$ cat src/rtl/swm_pkg.sv
package swm_pkg;

    // Parameter defaults
    localparam int WINDOW_MAX_DEF  = 64;
    localparam int SAMPLE_BITS_DEF = 32;

    // Configuration port
    localparam int APB_ADDR_W = 3;
    localparam int APB_DATA_W = 32;
    localparam int REG_IDX_W  = APB_ADDR_W - 2;
    localparam int WSIZE_W    = 7;

    localparam logic [REG_IDX_W-1:0] REG_WINDOW_SIZE = REG_IDX_W'(0);
    localparam logic [WSIZE_W-1:0]   WSIZE_RESET     = WSIZE_W'(3);

    // Per-entry flags handed between neighboring cells
    typedef struct packed {
        logic vld;  // entry holds a window sample
        logic le;   // entry value <= incoming sample
    } t_flags;

    // Cell status seen by the top level
    typedef struct packed {
        logic vld;  // cell is occupied
        logic rm;   // cell holds the oldest sample and leaves this word
    } t_stat;

endpackage

$ cat src/rtl/swm_cell.sv
// One slot of the sorted window: value, age and occupancy.
module swm_cell #(
    parameter int SAMPLE_BITS = swm_pkg::SAMPLE_BITS_DEF,
    parameter int AGE_W       = 6
) (
    input  logic                          i_clk,
    input  logic                          i_rst_n,
    input  logic                          i_clr,
    input  logic                          i_shift,
    input  logic                          i_full,
    input  logic signed [SAMPLE_BITS-1:0] i_x,
    input  logic [AGE_W-1:0]              i_age_last,
    // compacted entry of the left neighbor
    input  logic signed [SAMPLE_BITS-1:0] i_left_val,
    input  logic [AGE_W-1:0]              i_left_age,
    input  swm_pkg::t_flags               i_left_flags,
    // raw entry of the right neighbor
    input  logic signed [SAMPLE_BITS-1:0] i_right_val,
    input  logic [AGE_W-1:0]              i_right_age,
    input  swm_pkg::t_flags               i_right_flags,
    // removal seen at or left of the previous cell
    input  logic                          i_rm_left,
    output logic                          o_rm_here,
    output logic signed [SAMPLE_BITS-1:0] o_raw_val,
    output logic [AGE_W-1:0]              o_raw_age,
    output swm_pkg::t_flags               o_raw_flags,
    output logic signed [SAMPLE_BITS-1:0] o_cmp_val,
    output logic [AGE_W-1:0]              o_cmp_age,
    output swm_pkg::t_flags               o_cmp_flags,
    output swm_pkg::t_stat                o_stat
);

    logic signed [SAMPLE_BITS-1:0] r_val, n_val;
    logic [AGE_W-1:0]              r_age, n_age;
    logic                          r_vld, n_vld;
    logic                          w_rm;
    logic                          w_shifted;

    assign w_rm      = i_full & r_vld & (r_age == i_age_last);
    assign w_shifted = i_rm_left | w_rm;

    assign o_rm_here       = w_shifted;
    assign o_raw_val       = r_val;
    assign o_raw_age       = r_age;
    assign o_raw_flags.vld = r_vld;
    assign o_raw_flags.le  = r_vld & (r_val <= i_x);
    assign o_stat.vld      = r_vld;
    assign o_stat.rm       = w_rm;

    // Close the gap left by the removed entry
    assign o_cmp_val   = w_shifted ? i_right_val   : r_val;
    assign o_cmp_age   = w_shifted ? i_right_age   : r_age;
    assign o_cmp_flags = w_shifted ? i_right_flags : o_raw_flags;

    // Open a gap for the new sample
    always_comb begin
        if (o_cmp_flags.le) begin
            n_val = o_cmp_val;
            n_age = o_cmp_age + AGE_W'(1);
            n_vld = o_cmp_flags.vld;
        end else if (i_left_flags.le) begin
            n_val = i_x;
            n_age = '0;
            n_vld = 1'b1;
        end else begin
            n_val = i_left_val;
            n_age = i_left_age + AGE_W'(1);
            n_vld = i_left_flags.vld;
        end
    end

    always_ff @(posedge i_clk) begin
        if (!i_rst_n || i_clr) begin
            r_vld <= 1'b0;
        end else if (i_shift) begin
            r_vld <= n_vld;
        end
        if (i_shift) begin
            r_val <= n_val;
            r_age <= n_age;
        end
    end

endmodule

$ cat config.mk
export PLATFORM = sky130hd
export DESIGN_NAME = swm_cell
export DESIGN_NICKNAME = d
export VERILOG_FILES = /design/src/rtl/swm_pkg.sv /design/src/rtl/swm_cell.sv
export SDC_FILE = /design/constraint.sdc
export NUM_CORES = 1
export LEC_CHECK = 0
export BUFFER_PORTS_ARGS = -buffer_cell sky130_fd_sc_hd__buf_4
export CAP_MARGIN = 10
export CORE_AREA = 2 2 94 96
export CTS_CLUSTER_SIZE = 12
export DETAILED_ROUTE_END_ITERATION = 10
export DIE_AREA = 0 0 96 98
export HOLD_SLACK_MARGIN = 0.08
export PLACE_DENSITY = 0.87
export RECOVER_POWER = 25
export SLEW_MARGIN = 30
export SYNTH_ARGS = -nofsm -noshare
export SYNTH_HDL_FRONTEND = slang
export SYNTH_SLANG_ARGS = --single-unit
$ cat constraint.sdc
create_clock -name i_clk -period 3.7 [get_ports i_clk]
set_input_delay 0.185 -clock i_clk [delete_from_list [all_inputs] [get_ports i_clk]]
set_output_delay 0.185 -clock i_clk [all_outputs]
set_load 0.05 [all_outputs]
==> flow_results.org <==
** Synthesis
- Cells after Synth :: between 300 and 400
- The most used flip-flop cell after synthesis is edfxtp_1.
- Of the post-synthesis cell area, the dominant cell type holds 0.306.
- Counting flops and latches in the post-synthesis netlist gives 39.
- Netlist Area Pre-Place :: 0.00373 mm^2
- Number of synthesized flops with an enable pin :: 38
- Of the total synthesized cell area, the portion taken by AND, OR, NAND and NOR gates is 0.110.
- The biggest area contributor in the post-synthesis netlist is edfxtp_1.
- Largest family of logic cells by synthesized area :: multiplexers
- Measured against the total synthesized area, the mux share comes to 0.263.
- Counting flops with an async set or reset pin after synthesis yields a share of 0.
- Synth Area per Inst :: ~10 um^2
- By instance count, the leading cell after synthesis is a21oi_1.
- Sequential fraction of the synthesis area :: 0.311
- Synthesis produced a netlist with a net count of 525.
- Post-synthesis share of cell area spent on xor and xnor gates :: 0.0329
- Most frequent cells after synthesis :: a21oi_1 (46), mux2_2 (45), nor2_1 (39)
- Count of cell types in the netlist :: 45
- Of the total synthesized cell area, the portion taken by full adders, half adders and majority gates is 0.114.
- Synth area leaders :: edfxtp_1 (31%), mux2_2 (14%), ha_1 (11%)
- Complex-gate fraction of the synthesized area :: 0.104
- Synthesis warning total :: 0

** Power
- The share of total power dissipated in combinational logic is 0.507.
- Clock network power share :: 0.161
- Cell Int Power :: 0.00103 W
- Sw Pwr :: 0.000701 W
- Of the total power, registers draw 0.332.
- Power spread over the standard cell area amounts to 321 mW/mm^2.
- Leakage power :: 2.63 nW
- IR analysis of the VDD net gives a maximum drop of 0.000172 V.
- Fraction of power spent switching nets :: 0.404

** Final layout
- Relative to the synthesized area, the layout overhead comes to 45.1%.
- Layout Cell Area excl Fill :: 0.00541 mm^2
- The number of antenna diodes in the final layout is 0.
- Sequential cell area :: 0.00116 mm^2
- Counting the fill cells in the layout gives 698.
- Summing all multi-input logic gate instances after layout gives 0.00234 mm^2.
- At the end of the flow, the number of nets in the layout was 723.
- Final core area utilization :: 0.639
- Of the cells placed in the final design, the portion with a size suffix greater than 1 is 0.516.

** Clock network
- In this run, post-CTS hold repair placed 0 buffers.
- Clock insertion delay at the later pin of the skew report :: around 0.29 ns
- The clock passes through at most 2 buffers.
- Gates resized during post-CTS repair numbered 0.
- The clock tree synthesis step divided the H-tree into 2 levels.
- TritonCTS buffer count :: 5
- Sink count of the clock tree :: 39
- Clock-pin slew was measured on the worst setup and hold paths at 0.07 ns.
- The tree is rooted in a clkbuf_8.
- Buffers added to address setup during post-CTS repair amount to 0.
- TritonCTS clock tree :: yes

** GRT
- Vias in the first global route :: 3780
- Maximum number of pins on one net before global-route repair :: 71
- GRT Resource Usage Total :: 0.230
- First-pass GRT wire length :: 17200 um
- Antenna violations before repair :: 0
- Sum of overflow across all layers after global routing :: 0

** Critical path
- At the worst endpoint, the required time is ~3.5 ns.
- STA classifies the critical path endpoint as a primary output.
- By startpoint and endpoint, the worst setup path is classified as register to primary output.
- In this design, the stage delay of the slowest critical-path cell is 0.44 ns.
- On the critical path the largest part of the delay comes from compound AO/OA/AOI/OAI gates.
- Slowest cell on the critical path :: edfxtp_1
- Signal arrival time at the worst endpoint :: 2.92 ns
- The number of buffers and inverters on the critical path is 3.
- Crit path top cell by count :: buf_4
- The critical path goes through ha_1, a21oi_1, o21ai_1, a221o_1, o41a_1, o211ai_2, a31oi_4, buf_4, inv_2, buf_4.
- STA classifies the critical path startpoint as a register.
- Crit Path Max Fanout :: 11

** STA
- Post-route clock period utilization :: 0.838
- Transition time at the pin with the least slew margin :: ~2.4 ns
- Subtracting the final worst setup slack from the clock period gives roughly 3.1 ns.
- Based on the critical path, the design can be clocked at up to 322 MHz.
- Final hold analysis gives a worst-case slack of 0.181 ns.
- Measured against its own limit, the worst slew margin works out to -0.599.
- Hold violation total from the final report :: 0
- Summed over all failing endpoints, the final setup total negative slack is 0 ns.
- Total setup violations reported at the end of the flow :: 0
- RSZ-0062 raised after global routing :: no
- Final number of max-transition violations :: 42
- Clock tree skew after final layout :: around 0.0089 ns

** Detailed routing
- The pre-antenna-repair detailed-routing pass consisted of 4 iterations.
- In this run, the number of DRC markers left after iteration 0 of detailed routing was slightly below 80.
- Once detail routing completed, the nets flagged for antenna violations numbered 0.
- After detailed routing, the number of remaining DRC violations is 0.
- Mean number of vias per cell :: 5.27
- Total number of vias :: approximately 3600
- The final layout contains routed wiring with a total length of 11000 um.
- After detailed routing, the average wire length per cell comes to 16.4 um.

** Floorplanning
- Io pins :: 207
- The initial utilization of the core area, before any placement, comes to 0.441.
- The die is 98 um tall.
- After floorplanning, the core was sized to cover roughly 0.0085 mm^2.
- The die covers 0.00941 mm^2.
- Row generation in the floorplan step produced 34 rows.
- From left edge to right edge, the die measures 96 um.

** Placement
- Total of buffers placed on input and output ports :: roughly 210
- Routability-driven placement finished with a final weighted congestion of 0.859.
- Detailed placement ended at an HPWL of 8940 um.
- Cell area after placement :: between 0.005 and 0.006 mm^2

** Status
- Violations in the final reports :: capacitance limit, slew limit
- The run finished, with violations left.

** Flow run
- Max Cap Violations :: 1

** Worst hold path
- Worst hold path type :: input port to register
==> state kept, by name, indices dropped and copies added, names as in the netlist <==
register	cells
o_raw_age	6
r_vld	1
o_raw_val	32
==> power groups by stage <==
stage / clock network, W / logic, W / registers [W]
final: 0.000279 / 0.000880 / 0.000576
after global routing: 0.000309 / 0.000935 / 0.000582
after CTS: 0.000291 / 0.000886 / 0.000574
after detailed placement: 0 / 0.000884 / 0.000584
after global placement: 0 / 0.000866 / 0.000581
after floorplan: 0 / 0.000461 / 0.000701
==> layer usage <==
layer  vias to the layer above  wire length (um)  GRT usage
met3                        21               738     0.0316
li1                       1721                 -          -
met1                      1649              4160      0.260
met4                         0               238     0.0736
met2                       159              5910      0.431
met5                         -                 0          0
==> cell families after synthesis <==
| kind of cell | count (synthesis) |
|---|---|
| xor gates and xnor gates | 14 |
| buffers and inverters | 54 |
| AOI/OAI and AO/OA | 64 |
| muxes | 78 |
| and+or+nand+nor | 84 |
| DFF | 39 |
| adders and majority gates | 34 |
==> path summary, 6_finish.rpt <==
kind | end | slack [ns] | from | cells after the start
setup reg to reg | o_raw_val[31]$_DFFE_PP_ | 0.63 | o_raw_val[15]$_DFFE_PP_ | 8
hold reg to reg | r_vld$_SDFFE_PP0P_ | 0.75 | r_vld$_SDFFE_PP0P_ | 2
hold / removal | r_vld$_SDFFE_PP0P_ | 0.18 | i_left_flags[1] | 3
setup / recovery | o_cmp_flags[0] | 0.60 | o_raw_val[5]$_DFFE_PP_ | 10
==> stage by stage <==
stage / worst slack (ns) / instances / total power (W)
floorplan: 0.481 / 367 / 0.00116
global placement: 0.578 / 666 / 0.00145
detailed placement: 0.647 / 666 / 0.00147
CTS: 0.562 / 674 / 0.00175
global route: 0.375 / 674 / 0.00182
finish: 0.598 / 674 / 0.00173
==> placed cells by master (no fill, tap or decap), types with 5 or more instances in the layout <==
cell and count:
a21oi_1 46, buf_4 207, clkbuf_1 6, clkbuf_8 5, edfxtp_1 38, ha_1 34, inv_1 34, mux2_2 45
mux2_4 28, nand2_1 7, nand3_1 8, nand4_1 8, nor2_1 39, xnor2_1 6, xor2_1 8
==> final cells by class <==
cell class | count | area share
timing repair buffer | 210 | 0.289
clock buffer | 8 | 0.0148
tap | 108 | 0.0250
multi-input combinational | 274 | 0.432
inverter | 35 | 0.0243
sequential | 39 | 0.215
==> tightest hold or removal path, stage by stage <==
cell	delay, ns
buf_4	0.08
nor3_1	0.03
a21oi_1	0.13
Note: power is estimated with default switching activity, not from simulation.
